[config.mk]
export PLATFORM = sky130hd
export DESIGN_NAME = oau_queue
export DESIGN_NICKNAME = d
export VERILOG_FILES = /design/src/sv/operand_access_unit_assert.svh /design/src/sv/oau_pkg.sv /design/src/sv/oau_queue.sv
export SDC_FILE = /design/constraint.sdc
export NUM_CORES = 1
export LEC_CHECK = 0
export ABC_CLOCK_PERIOD_IN_PS = 3950
export BUFFER_PORTS_ARGS = -buffer_cell sky130_fd_sc_hd__buf_2
export CAP_MARGIN = 0
export CORE_MARGIN = 2
export CORE_UTILIZATION = 51
export CTS_BUF_LIST = sky130_fd_sc_hd__clkbuf_4 sky130_fd_sc_hd__clkbuf_8 sky130_fd_sc_hd__clkbuf_16
export CTS_CLUSTER_DIAMETER = 60
export CTS_CLUSTER_SIZE = 8
export DETAILED_ROUTE_END_ITERATION = 16
export GPL_TIMING_DRIVEN = 1
export HOLD_SLACK_MARGIN = 0.08
export PLACE_DENSITY = 0.81
export SLEW_MARGIN = 20
export SYNTH_ARGS = -nofsm -noshare
export SYNTH_HDL_FRONTEND = slang
export SYNTH_SLANG_ARGS = --single-unit
[constraint.sdc]
create_clock -name clock -period 3.95 [get_ports clock]
set_input_delay 0.1975 -clock clock [delete_from_list [all_inputs] [get_ports clock]]
set_output_delay 0.1975 -clock clock [all_outputs]
set_load 0.005 [all_outputs]
[src/sv/operand_access_unit_assert.svh]
// assertion macros for the operand access unit
`ifndef OPERAND_ACCESS_UNIT_ASSERT_SVH
`define OPERAND_ACCESS_UNIT_ASSERT_SVH

// same-cycle implication, sampled on clock, off during reset
`define OAU_ASSERT_SAME(name, ante, cons, msg) \
   name: assert property (@(posedge clock) disable iff (reset) (ante) |-> (cons)) \
      else $error(msg);

// next-cycle implication, sampled on clock, off during reset
`define OAU_ASSERT_NEXT(name, ante, cons, msg) \
   name: assert property (@(posedge clock) disable iff (reset) (ante) |=> (cons)) \
      else $error(msg);

`endif

[src/sv/oau_pkg.sv]
package oau_pkg;

   // operation codes
   localparam logic [1:0] OP_READ  = 2'd0;
   localparam logic [1:0] OP_WRITE = 2'd1;
   localparam logic [1:0] OP_FLAG  = 2'd2;

   // operand kinds
   localparam logic [1:0] KIND_REG = 2'd0;
   localparam logic [1:0] KIND_IMM = 2'd1;
   localparam logic [1:0] KIND_MEM = 2'd2;

   // register parts
   localparam logic [1:0] PART_HIGH = 2'd1;
   localparam logic [1:0] PART_LOW  = 2'd2;

   // register indexes used by the address and flag logic
   localparam logic [3:0] REG_BX    = 4'd1;
   localparam logic [3:0] REG_BP    = 4'd5;
   localparam logic [3:0] REG_SI    = 4'd6;
   localparam logic [3:0] REG_DI    = 4'd7;
   localparam logic [3:0] REG_FLAGS = 4'd13;

   // addressing modes
   localparam logic [3:0] EA_BX_SI = 4'd1;
   localparam logic [3:0] EA_BX_DI = 4'd2;
   localparam logic [3:0] EA_BP_SI = 4'd3;
   localparam logic [3:0] EA_BP_DI = 4'd4;
   localparam logic [3:0] EA_SI    = 4'd5;
   localparam logic [3:0] EA_DI    = 4'd6;
   localparam logic [3:0] EA_BP    = 4'd7;
   localparam logic [3:0] EA_BX    = 4'd8;

   localparam logic [7:0] BYTE_MASK  = 8'hFF;
   localparam int         BYTE_SHIFT = 8;

   // command queue between front and back
   localparam int QUEUE_DEPTH = 2;

   // channel widths
   localparam int REQ_DATA_W = 48;
   localparam int REQ_USER_W = 4;
   localparam int RSP_DATA_W = 32;

   // item class decided by the front
   typedef enum logic [2:0] {
      CMD_NOP    = 3'd0,
      CMD_IMM_RD = 3'd1,
      CMD_REG_RD = 3'd2,
      CMD_REG_WR = 3'd3,
      CMD_MEM_RD = 3'd4,
      CMD_MEM_WR = 3'd5,
      CMD_FLAG   = 3'd6
   } cmd_class_type;

   typedef struct packed {
      cmd_class_type      cls;
      logic [3:0]         reg_select;
      logic [1:0]         reg_part;
      logic [3:0]         ea_mode;
      logic signed [15:0] disp_value;
      logic               wide;
      logic [15:0]        data_value;
      logic [3:0]         flag_index;
      logic               flag_value;
   } cmd_type;

   // back status seen by the front
   typedef struct packed {
      logic clearing;
   } back_status_type;

endpackage

[src/sv/oau_queue.sv]
module oau_queue
   import oau_pkg::*;
(
   input  logic    clock,
   input  logic    reset,
   input  logic    push,
   input  cmd_type push_cmd,
   output logic    full,
   input  logic    pop,
   output cmd_type pop_cmd,
   output logic    empty
);

   localparam int PtrW = (QUEUE_DEPTH > 1) ? $clog2(QUEUE_DEPTH) : 1;
   localparam int CntW = $clog2(QUEUE_DEPTH + 1);

   cmd_type           entry_ff [QUEUE_DEPTH];
   logic [PtrW-1:0]   wr_ptr_ff;
   logic [PtrW-1:0]   wr_ptr_in;
   logic [PtrW-1:0]   rd_ptr_ff;
   logic [PtrW-1:0]   rd_ptr_in;
   logic [CntW-1:0]   count_ff;
   logic [CntW-1:0]   count_in;

   // pointer and count update
   always_comb begin
      wr_ptr_in = wr_ptr_ff;
      rd_ptr_in = rd_ptr_ff;
      count_in  = count_ff;
      if (push) begin
         wr_ptr_in = (wr_ptr_ff == PtrW'(QUEUE_DEPTH - 1)) ? '0 : wr_ptr_ff + PtrW'(1);
      end
      if (pop) begin
         rd_ptr_in = (rd_ptr_ff == PtrW'(QUEUE_DEPTH - 1)) ? '0 : rd_ptr_ff + PtrW'(1);
      end
      case ({push, pop})
         2'b10:   count_in = count_ff + CntW'(1);
         2'b01:   count_in = count_ff - CntW'(1);
         default: count_in = count_ff;
      endcase
   end

   always_ff @(posedge clock) begin
      if (reset) begin
         wr_ptr_ff <= '0;
         rd_ptr_ff <= '0;
         count_ff  <= '0;
      end else begin
         wr_ptr_ff <= wr_ptr_in;
         rd_ptr_ff <= rd_ptr_in;
         count_ff  <= count_in;
      end
   end

   // entry storage
   always_ff @(posedge clock) begin
      if (push) begin
         entry_ff[wr_ptr_ff] <= push_cmd;
      end
   end

   assign pop_cmd = entry_ff[rd_ptr_ff];
   assign full    = (count_ff == CntW'(QUEUE_DEPTH));
   assign empty   = (count_ff == '0);

endmodule

==> results of run 1 <==
-- power groups by stage --
stage | Clock, W | Combinational [W] | Sequential [W]
global placement | 0 | 0.000234 | 0.00137
floorplan | 0 | 0.000133 | 0.00136
CTS | 0.000718 | 0.000279 | 0.00135
global route | 0.000759 | 0.000304 | 0.00136
finish | 0.000704 | 0.000279 | 0.00135
detailed placement | 0 | 0.000238 | 0.00137
-- critical path, delay by kind of cell (launching register included) --
kind / cells / cell delay, ps
buffers and inverters: 2 / 610
multiplexers: 1 / 390
flip-flops: 1 / 700
-- cell type report --
cell class / instances / share of cell area [%]
Clock buffer: 11 / 2.634
Clock inverter: 5 / 1.471
Inverter: 1 / 0.07119
Multi-Input combinational cell: 67 / 13.00
Sequential cell: 107 / 60.01
Tap cell: 99 / 2.349
Timing Repair Buffer: 162 / 20.46
-- placed cells by master (no fill, tap or decap), types with 2 or more instances in the layout --
| master | Yosys | layout |
|---|---|---|
| clkbuf_8 | 0 | 9 |
| xnor2_1 | 3 | 3 |
| buf_4 | 0 | 3 |
| dfxtp_1 | 5 | 4 |
| edfxtp_1 | 102 | 102 |
| bufinv_16 | 0 | 2 |
| clkbuf_4 | 0 | 2 |
| mux2_2 | 51 | 51 |
| dlygate4sd3_1 | 0 | 52 |
| buf_2 | 6 | 107 |
| clkinv_2 | 0 | 2 |
| nor2_1 | 6 | 5 |
-- metrics by stage --
step                      hold WS (ps)  cells
final                            129.5    452
after CTS                        115.8    452
after global routing             129.1    452
after floorplan                  266.6    181
after detailed placement         389.3    384
after global placement           386.9    384
-- state kept, by name (all words and copies together), names as in the netlist, named ones only --
register and cells:
count_ff 2, wr_ptr_ff 1, rd_ptr_ff 1, entry_ff 102
-- per-layer routing --
layer  wire length (um)  part of all wire [%]  global-route usage [%]  vias up
li1                   -                     -                       -     1036
met1               2924                    40                   20.83     1100
met2               4045                    55                   33.64       68
met3                298                   4.1                   4.398        7
met4                 75                   1.0                   6.566        0
met5                  0                     0                       0        -
-- worst min path at each step --
stage	cells past startpoint	to	slack, ps	startpoint
2_1_floorplan	1	count_ff[1]$_SDFFE_PP0P_	270	reset
4_1_cts	3	wr_ptr_ff$_SDFFE_PP0P_	120	push
6_report	3	flop	130	pop
5_1_grt	3	wr_ptr_ff$_SDFFE_PP0P_	130	push
3_5_place_dp	1	entry_ff[1][47]$_DFFE_PP_	390	push_cmd[47]
3_3_place_gp	1	entry_ff[0][8]$_DFFE_PP_	390	push_cmd[8]
-- logic make-up (layout without fill, tap and decap cells) --
| family | Yosys count | count (layout) |
|---|---|---|
| adder cells (fa/ha/maj) | 1 | 1 |
| AO/OA/AOI/OAI | 2 | 2 |
| AND/OR/NAND/NOR | 9 | 9 |
| buffers and inverters | 7 | 179 |
| multiplexers | 51 | 51 |
| flip-flops | 107 | 107 |
| XOR/XNOR | 4 | 4 |
-- what timing repair did --
| item | CTS | global route |
|---|---|---|
| endpoints found under the hold margin | 107 | 0 |
| hold buffers | 52 | 0 |
| resized for setup | 0 | 0 |
==> metrics.cfg, run 1 <==
[detailed_routing]
drt_pre_antenna_iters=4
drc=0
wl_per_cell_um=16.25
drt_iter0_drc=51
ant_nets=0
avgViaCountPerCell=4.892
routed-via-count=2211
wl_mm=7.344

[yosys]
ys_types=14
synth_edf_count=102
synth_area_um2=3872
synth_flop_cell=edfxtp_1
syn_avg_cell_area_um2=21.39
yosys-top-cells-count=102 x edfxtp_1, 51 x mux2_2, 6 x buf_2, 6 x nor2_1, 5 x dfxtp_1
synth.top_cells.by_area=edfxtp_1 79%, mux2_2 15%, dfxtp_1 2.6%
synth_xor_area_share_pct=0.9047
syn-num-nets=237
yosys.cell_count.top_type=edfxtp_1
netlist.area_leader.share_pct=79.10
yosysSeqAreaShare_pct=81.68
yosysTopAreaCell=edfxtp_1
yosys_register_bits=107
ys_async_sr_fraction_pct=0
synth_compound_area_share_pct=0.2585
synthMuxAreaShare_pct=14.83
synthCells=181
synth_top_family_by_area=multiplexers
synthAdderAreaFrac_pct=0.3231
yosysWarnings=0
synthSimpleGateAreaFrac_pct=1.131

[finish]
diodes=0
drive_above_1_share_pct=51.27
postLayoutCoreUtil_pct=72.31
multi_input_area_um2=685.7
nFillCells=491
post-route-cell-area_um2=5273
syn2layout_area_growth_pct=36.16
regArea_um2=3164
layout.nets=404

[sta]
layout_setup_ws_ps=1698
tightest_slew_ps=702.6
period_share_pct=57.01
fmax_mhz=444.1
slew_headroom_pct=53.05
rsz0062_at_grt=false
slew_violations=0
clock_skew_ps=8.082
fin_crit_ps=2252
fin_setup_tns_ps=0
setup_violations=0
hold_violations=0

[power_and_ir_drop]
power_switching_w=0.0004813
seqPwrFrac_pct=57.8
pwr_density_cell_nw_per_um2=442.1
ir_worst_vdd_uv=326.4
p_sw_share_pct=20.65
p_int_w=0.001850
leakagePower_nw=2.003
p_comb_share_pct=12.0
power_w=0.002331
p_clk_share_pct=30.2

[worst_setup_path]
cp-start-kind=flop
crit-reg2reg-launch=wr_ptr_ff$_SDFFE_PP0P_
cp_max_fo=29
r2r_setup_slack_ps=2180
rr_endpoint=entry_ff[0][27]$_DFFE_PP_
critical_path.cell_chain=buf_4 -> mux2_2 -> buf_2
cp.arrival_ps=2050
crit_path_end_kind=output pin
cp_slowest_stage_delay_ps=700
r2r_cells=2
path_class=reg -> out
crit_required_ps=3750
crit_path_end=pop_cmd[2]
cp_slowest_cell=dfxtp_2

[clocking]
cts_setup_buffers=0
cts_max_level=3
cts_made_buffers=9
cts_tree=built
clockRootBuffer=clkbuf_8
cts.clk_slew.worst_paths_ps=90
clock_path_buffers=2
cts.sinks=107
clock_latency_ps=350

[global_routing]
grt_first_pass_wirelength_mm=11.57
grt_max_degree=47
grt_pass1_vias=2398
antenna_found_initial=0
overflow=0
track_usage_pct=18.36

[place]
hpwlAfterDp_mm=4.113
place.gp.congestion=0.6530
place_ws_ps=1964
portBuffers=107
place_area_um2=4534

[floorplanning]
initial_core_util_pct=53.11
die_w_um=91.14
die_area_um2=8307
die_h_um=91.14
ios=108
num_rows=31
core_area_um2=7292

[outcome]
run_status=finished clean

[hold_path]
holdCritPathClass=in -> reg

[job]
cap_violations=0

Note: power is estimated with default switching activity, not from simulation.
==> run 2: changes to the inputs <==
Settings changed: ABC_CLOCK_PERIOD_IN_PS 3950 to 2100.
Clock period 3.95 ns to 2.1 ns, I/O delays scaled along.
==> run 2 against run 1 <==
Net effect:
- clock power up 96%
- power grew 91%
- highest routed layer unchanged
- design area is 1.9% higher
- sequential power grew 87%
==> metrics.cfg, run 2 (same netlist as run 1, synthesis figures left out) <==
[worst_setup_path]
cp_slowest_stage_delay_ps=650  ; was 700 ps
rr_endpoint=entry_ff[1][5]$_DFFE_PP_  ; was entry_ff[0][27]$_DFFE_PP_
crit_path_end_kind=output pin  ; unchanged
path_class=reg -> out  ; unchanged
crit_required_ps=2000  ; was 3750 ps
critical_path.cell_chain=buf_12 -> mux2_2 -> buf_2  ; was buf_4 -> mux2_2 -> buf_2
cp-start-kind=flop  ; unchanged
r2r_setup_slack_ps=820  ; was 2180 ps
critPathBufInv=2  ; unchanged
cp_max_fo=20  ; was 29
cp.arrival_ps=1720  ; was 2050 ps
crit-reg2reg-launch=wr_ptr_ff$_SDFFE_PP0P_  ; unchanged
crit_family=flip-flops  ; unchanged
r2r_cells=2  ; unchanged
cp_slowest_cell=dfxtp_2  ; unchanged

[finish]
syn2layout_area_growth_pct=38.68  ; was 36.16%
drive_above_1_share_pct=51.12  ; was 51.27%
layout_common_cells=107 x buf_2, 102 x edfxtp_1, 55 x dlygate4sd3_1  ; was 107 x buf_2, 102 x edfxtp_1, 52 x dlygate4sd3_1
final_common_cell=buf_2  ; unchanged
post-route-cell-area_um2=5370  ; was 5273 um^2
diodes=0  ; unchanged
largest_reg_flops=102  ; unchanged
layout.nets=409  ; was 404
reg.largest.list=entry_ff x102, count_ff x2  ; unchanged
top_register=entry_ff  ; unchanged

[sta]
clock_skew_ps=5.867  ; was 8.082 ps
fmax_mhz=547.9
setup_violations=0  ; unchanged
period_share_pct=86.92
slew_violations=0  ; unchanged
fin_crit_ps=1825
slew_headroom_pct=67.80  ; was 53.05%
fin_setup_tns_ps=0  ; unchanged
hold_violations=0  ; unchanged
rsz0062_at_grt=false  ; unchanged
tightest_slew_ps=483.0  ; was 702.6 ps
layout_setup_ws_ps=274.7  ; was 1698 ps

[hold_path]
holdCritPathClass=in -> reg  ; unchanged
min_path_cells=2  ; was 3
min_to=entry_ff[0][3]$_DFFE_PP_
worstHoldStart=push_cmd[3]  ; was pop

[outcome]
run_status=finished clean  ; unchanged

[floorplanning]
die_h_um=91.14  ; unchanged
core_area_um2=7292  ; unchanged
initial_core_util_pct=53.11  ; unchanged
die_w_um=91.14  ; unchanged
ios=108  ; unchanged
die_area_um2=8307  ; unchanged
num_rows=31  ; unchanged

[clocking]
cts_tree=built  ; unchanged
post_cts_resized=0  ; unchanged
clock_path_buffers=2  ; unchanged
cts_setup_buffers=0  ; unchanged
cts_max_level=3  ; unchanged
cts.sinks=107  ; unchanged
cts.clk_slew.worst_paths_ps=100  ; was 90 ps
cts_made_buffers=9  ; unchanged
clockRootBuffer=clkbuf_8  ; unchanged
clock_latency_ps=350  ; about the same
ctsHoldBuffers=55  ; was 52

[detailed_routing]
avgViaCountPerCell=4.884  ; was 4.892
drt_iter0_drc=111  ; was 51
ant_nets=0  ; unchanged
routed-via-count=2232  ; was 2211
wl_per_cell_um=15.44  ; was 16.25 um
drc=0  ; unchanged
wl_met2_mm=3.816  ; was 4.045 mm
highest_layer=met4  ; unchanged
wl_mm=7.056  ; was 7.344 mm
drt_pre_antenna_iters=4  ; unchanged
wl_met1_mm=2.825  ; was 2.924 mm
dr_wl_met3_um=324  ; was 298 um

[place]
place_area_um2=4587  ; was 4534 um^2
place_ws_ps=656.9  ; was 1964 ps
place.gp.congestion=0.7184  ; was 0.6530
portBuffers=107  ; unchanged
hpwlAfterDp_mm=4.108  ; was 4.113 mm

[global_routing]
overflow=0  ; unchanged
track_usage_pct=17.62  ; was 18.36%
grt_max_degree=52  ; was 47
grt_first_pass_wirelength_mm=11.15  ; was 11.57 mm
antenna_found_initial=0  ; unchanged
grt_pass1_vias=2351  ; was 2398

[power_and_ir_drop]
ir_worst_vdd_uv=515.6  ; was 326.4 uV
leakagePower_nw=2.045  ; was 2.003 nW
pwr_density_cell_nw_per_um2=830.1  ; was 442.1 nW/um^2

[job]
cap_violations=0  ; unchanged

==> run 2: metal layers <==
| layer | up-vias | GRT usage (%) |
|---|---|---|
| met3 | 9 | 3.651 |
| met4 | 0 | 6.944 |
| met5 | - | 0 |
| met1 | 1098 | 19.70 |
| met2 | 73 | 32.72 |
| li1 | 1052 | - |
==> run 2: stage by stage <==
step	hold slack [ps]	cells	power, W	utilization [%]
final	469.7	457	0.004458	73.64
after CTS	447.8	457	0.004502	73.64
after detailed placement	296.2	386	0.003050	62.90
after floorplan	174.1	181	0.002809	-
after global placement	291.8	386	0.003034	62.90
after global routing	453.0	457	0.004638	73.64
==> run 2: layout make-up <==
type / count / area (um^2)
clock buffer: 9 / 123.9
timing repair buffer: 167 / 1161
inverter: 1 / 3.754
clock inverter: 7 / 108.9
fill: 468 / 1922
sequential: 107 / 3164
tap: 99 / 123.9
multi-input combinational: 67 / 684.4
==> run 2: worst max-delay path by stage <==
stage / start / end / slack (ps) / cells past startpoint
finish: flop / pop_cmd[30] / 270 / 3
global route: flop / pop_cmd[30] / 180 / 3
CTS: flop / pop_cmd[31] / 240 / 3
detailed placement: flop / pop_cmd[34] / 660 / 3
global placement: flop / pop_cmd[34] / 650 / 3
floorplan: wr_ptr_ff$_SDFFE_PP0P_ / entry_ff[0][0]$_DFFE_PP_ / 10 / 1
==> run 2: power breakdown <==
part	internal, W	switching (W)
Clock	0.000694	0.000681
Sequential	0.00248	0.0000478
Combinational	0.000323	0.000229
==> run 3: changes to the inputs <==
Settings changed: CORE_ASPECT_RATIO set to 1.5.
==> run 3 against run 2 <==
Net effect:
- global-route usage is 0.058 points lower
- critical path type unchanged
- first-iteration DRC count grew 1.8%
- critical path depth unchanged
==> metrics.cfg, run 3 (same netlist as run 1, synthesis figures left out) <==
[sta]
fin_setup_tns_ps=0  ; unchanged
hold_violations=0  ; unchanged
slew_headroom_pct=70.78  ; was 67.80%
setup_violations=0  ; unchanged
rsz0062_at_grt=false  ; unchanged
period_share_pct=87.70  ; was 86.92%
slew_violations=0  ; unchanged
clock_skew_ps=5.125  ; was 5.867 ps
layout_setup_ws_ps=258.2  ; was 274.7 ps
tightest_slew_ps=438.3  ; was 483.0 ps
fin_crit_ps=1842  ; was 1825 ps
fmax_mhz=543.0  ; was 547.9 MHz
timing.hold.ws_ps=351.0  ; was 469.7 ps

[worst_setup_path]
critical_path.cell_chain=buf_4 -> mux2_2 -> buf_2  ; was buf_12 -> mux2_2 -> buf_2
cp_slowest_cell=dfxtp_2  ; unchanged
r2r_cells=2  ; unchanged
crit_required_ps=2000  ; about the same
cp_slowest_stage_delay_ps=610  ; was 650 ps
crit_path_end_kind=output pin  ; unchanged
crit-reg2reg-launch=wr_ptr_ff$_SDFFE_PP0P_  ; unchanged
cp_max_fo=18  ; was 20
cp.arrival_ps=1740  ; was 1720 ps
path_class=reg -> out  ; unchanged
rr_endpoint=entry_ff[1][37]$_DFFE_PP_  ; was entry_ff[1][5]$_DFFE_PP_
cp-start-kind=flop  ; unchanged
r2r_setup_slack_ps=720  ; was 820 ps

[floorplanning]
die_area_um2=8321  ; was 8307 um^2
core_area_um2=7322  ; was 7292 um^2
die_w_um=75.15  ; was 91.14 um
initial_core_util_pct=52.89  ; was 53.11%
num_rows=38  ; was 31
ios=108  ; unchanged
die_h_um=110.7  ; was 91.14 um

[clocking]
cts_made_buffers=9  ; unchanged
clockRootBuffer=clkbuf_8  ; unchanged
cts_tree=built  ; unchanged
cts_setup_buffers=0  ; unchanged
clock_latency_ps=350  ; about the same
ctsHoldBuffers=54  ; was 55
post_cts_resized=0  ; unchanged
cts.sinks=107  ; unchanged
cts_max_level=3  ; unchanged
cts.clk_slew.worst_paths_ps=90  ; was 100 ps
clock_path_buffers=2  ; unchanged

[finish]
instances_no_fill=457  ; unchanged
post-route-cell-area_um2=5380  ; was 5370 um^2
top_register=entry_ff  ; unchanged
drive_above_1_share_pct=51.26  ; was 51.12%
largest_reg_flops=102  ; unchanged
diodes=0  ; unchanged
syn2layout_area_growth_pct=38.93  ; was 38.68%
final_common_cell=buf_2  ; unchanged
layout.nets=408  ; was 409
layout_common_cells=107 x buf_2, 102 x edfxtp_1, 54 x dlygate4sd3_1  ; was 107 x buf_2, 102 x edfxtp_1, 55 x dlygate4sd3_1
reg.largest.list=entry_ff x102, count_ff x2  ; unchanged

[global_routing]
antenna_found_initial=0  ; unchanged
overflow=0  ; unchanged
grt_pass1_vias=2287  ; was 2351
track_usage_pct=17.56  ; was 17.62%
grt_max_degree=44  ; was 52
grt_first_pass_wirelength_mm=10.61  ; was 11.15 mm

[detailed_routing]
drt_pre_antenna_iters=4  ; unchanged
drt_iter0_drc=113  ; was 111
wl_mm=6.997  ; was 7.056 mm
wl_per_cell_um=15.31  ; was 15.44 um
ant_nets=0  ; unchanged
drc=0  ; unchanged
routed-via-count=2191  ; was 2232
avgViaCountPerCell=4.794  ; was 4.884

[hold_path]
min_to=entry_ff[1][44]$_DFFE_PP_  ; was entry_ff[0][3]$_DFFE_PP_
holdCritPathClass=in -> reg  ; unchanged
min_path_cells=2  ; unchanged
worstHoldStart=push  ; was push_cmd[3]

[power_and_ir_drop]
ir_worst_vdd_uv=680.1  ; was 515.6 uV
p_int_w=0.003708  ; was 0.003500 W
p_comb_share_pct=11.8  ; was 12.4%
p_clk_share_pct=33.6  ; was 30.9%
power_switching_w=0.0009220  ; was 0.0009583 W
pwr_density_cell_nw_per_um2=860.5  ; was 830.1 nW/um^2
p_sw_share_pct=19.92  ; was 21.50%
seqPwrFrac_pct=54.6  ; was 56.8%
leakagePower_nw=2.044  ; was 2.045 nW

[outcome]
run_status=finished clean  ; unchanged

[place]
place.gp.congestion=0.7152  ; was 0.7184
portBuffers=107  ; unchanged
hpwlAfterDp_mm=4.458  ; was 4.108 mm
place_inst=387  ; was 386
place_ws_ps=619.2  ; was 656.9 ps
place_area_um2=4576  ; was 4587 um^2

[job]
cap_violations=0  ; unchanged

## run 3: cell types whose count changed in the layout (fill, tap and decap cells not counted), sizes merged
| cell | change |
|---|---|
| bufinv | +2 |
| clkinv | -2 |
| clkinvlp | +2 |
| inv | -2 |
| dlygate4sd3 | -1 |
## run 3: power groups by stage
stage / logic [W] / clock network [W] / registers [W]
after detailed placement: 0.000470 / 0 / 0.00258
after CTS: 0.000553 / 0.00159 / 0.00253
after floorplan: 0.000251 / 0 / 0.00256
after global routing: 0.000593 / 0.00168 / 0.00254
after global placement: 0.000456 / 0 / 0.00257
final: 0.000546 / 0.00155 / 0.00253
## run 3: worst max-delay path by stage
stage | endpoint | cells past startpoint | from | slack (ps)
final | pop_cmd[42] | 3 | flop | 260
after CTS | pop_cmd[42] | 3 | flop | 220
after global routing | pop_cmd[0] | 3 | flop | 140
after detailed placement | pop_cmd[42] | 3 | flop | 620
after global placement | pop_cmd[46] | 3 | flop | 650
after floorplan | entry_ff[0][0]$_DFFE_PP_ | 1 | wr_ptr_ff$_SDFFE_PP0P_ | 10
## run 3: critical path, delay by kind of cell (launching register included)
family   cells  cell delay, ps
mux          1             360
flops        1             610
buf+inv      2             420
## run 3: cell type report
cell class | count | area (um^2)
clock buffer | 9 | 123.9
clock inverter | 7 | 140.1
fill | 468 | 1942
inverter | 1 | 3.754
multi-input combinational | 67 | 684.4
sequential | 107 | 3164
tap | 100 | 125.1
timing repair buffer | 166 | 1139
## run 3: stage by stage
stage | total power [W] | utilization [%]
2_1_floorplan | 0.002809 | -
3_3_place_gp | 0.003028 | 62.49
3_5_place_dp | 0.003049 | 62.49
4_1_cts | 0.004669 | 73.48
5_1_grt | 0.004814 | 73.48
6_report | 0.004630 | 73.48
## run 3: layer usage
metal / up-vias / share of wire, % / wire length, um / track usage [%]
li1: 1050 / - / - / -
met1: 1065 / 36 / 2549 / 19.23
met2: 62 / 56 / 3945 / 30.94
met3: 14 / 4.3 / 301 / 3.818
met4: 0 / 2.9 / 201 / 8.421
met5: - / 0 / 0 / 0
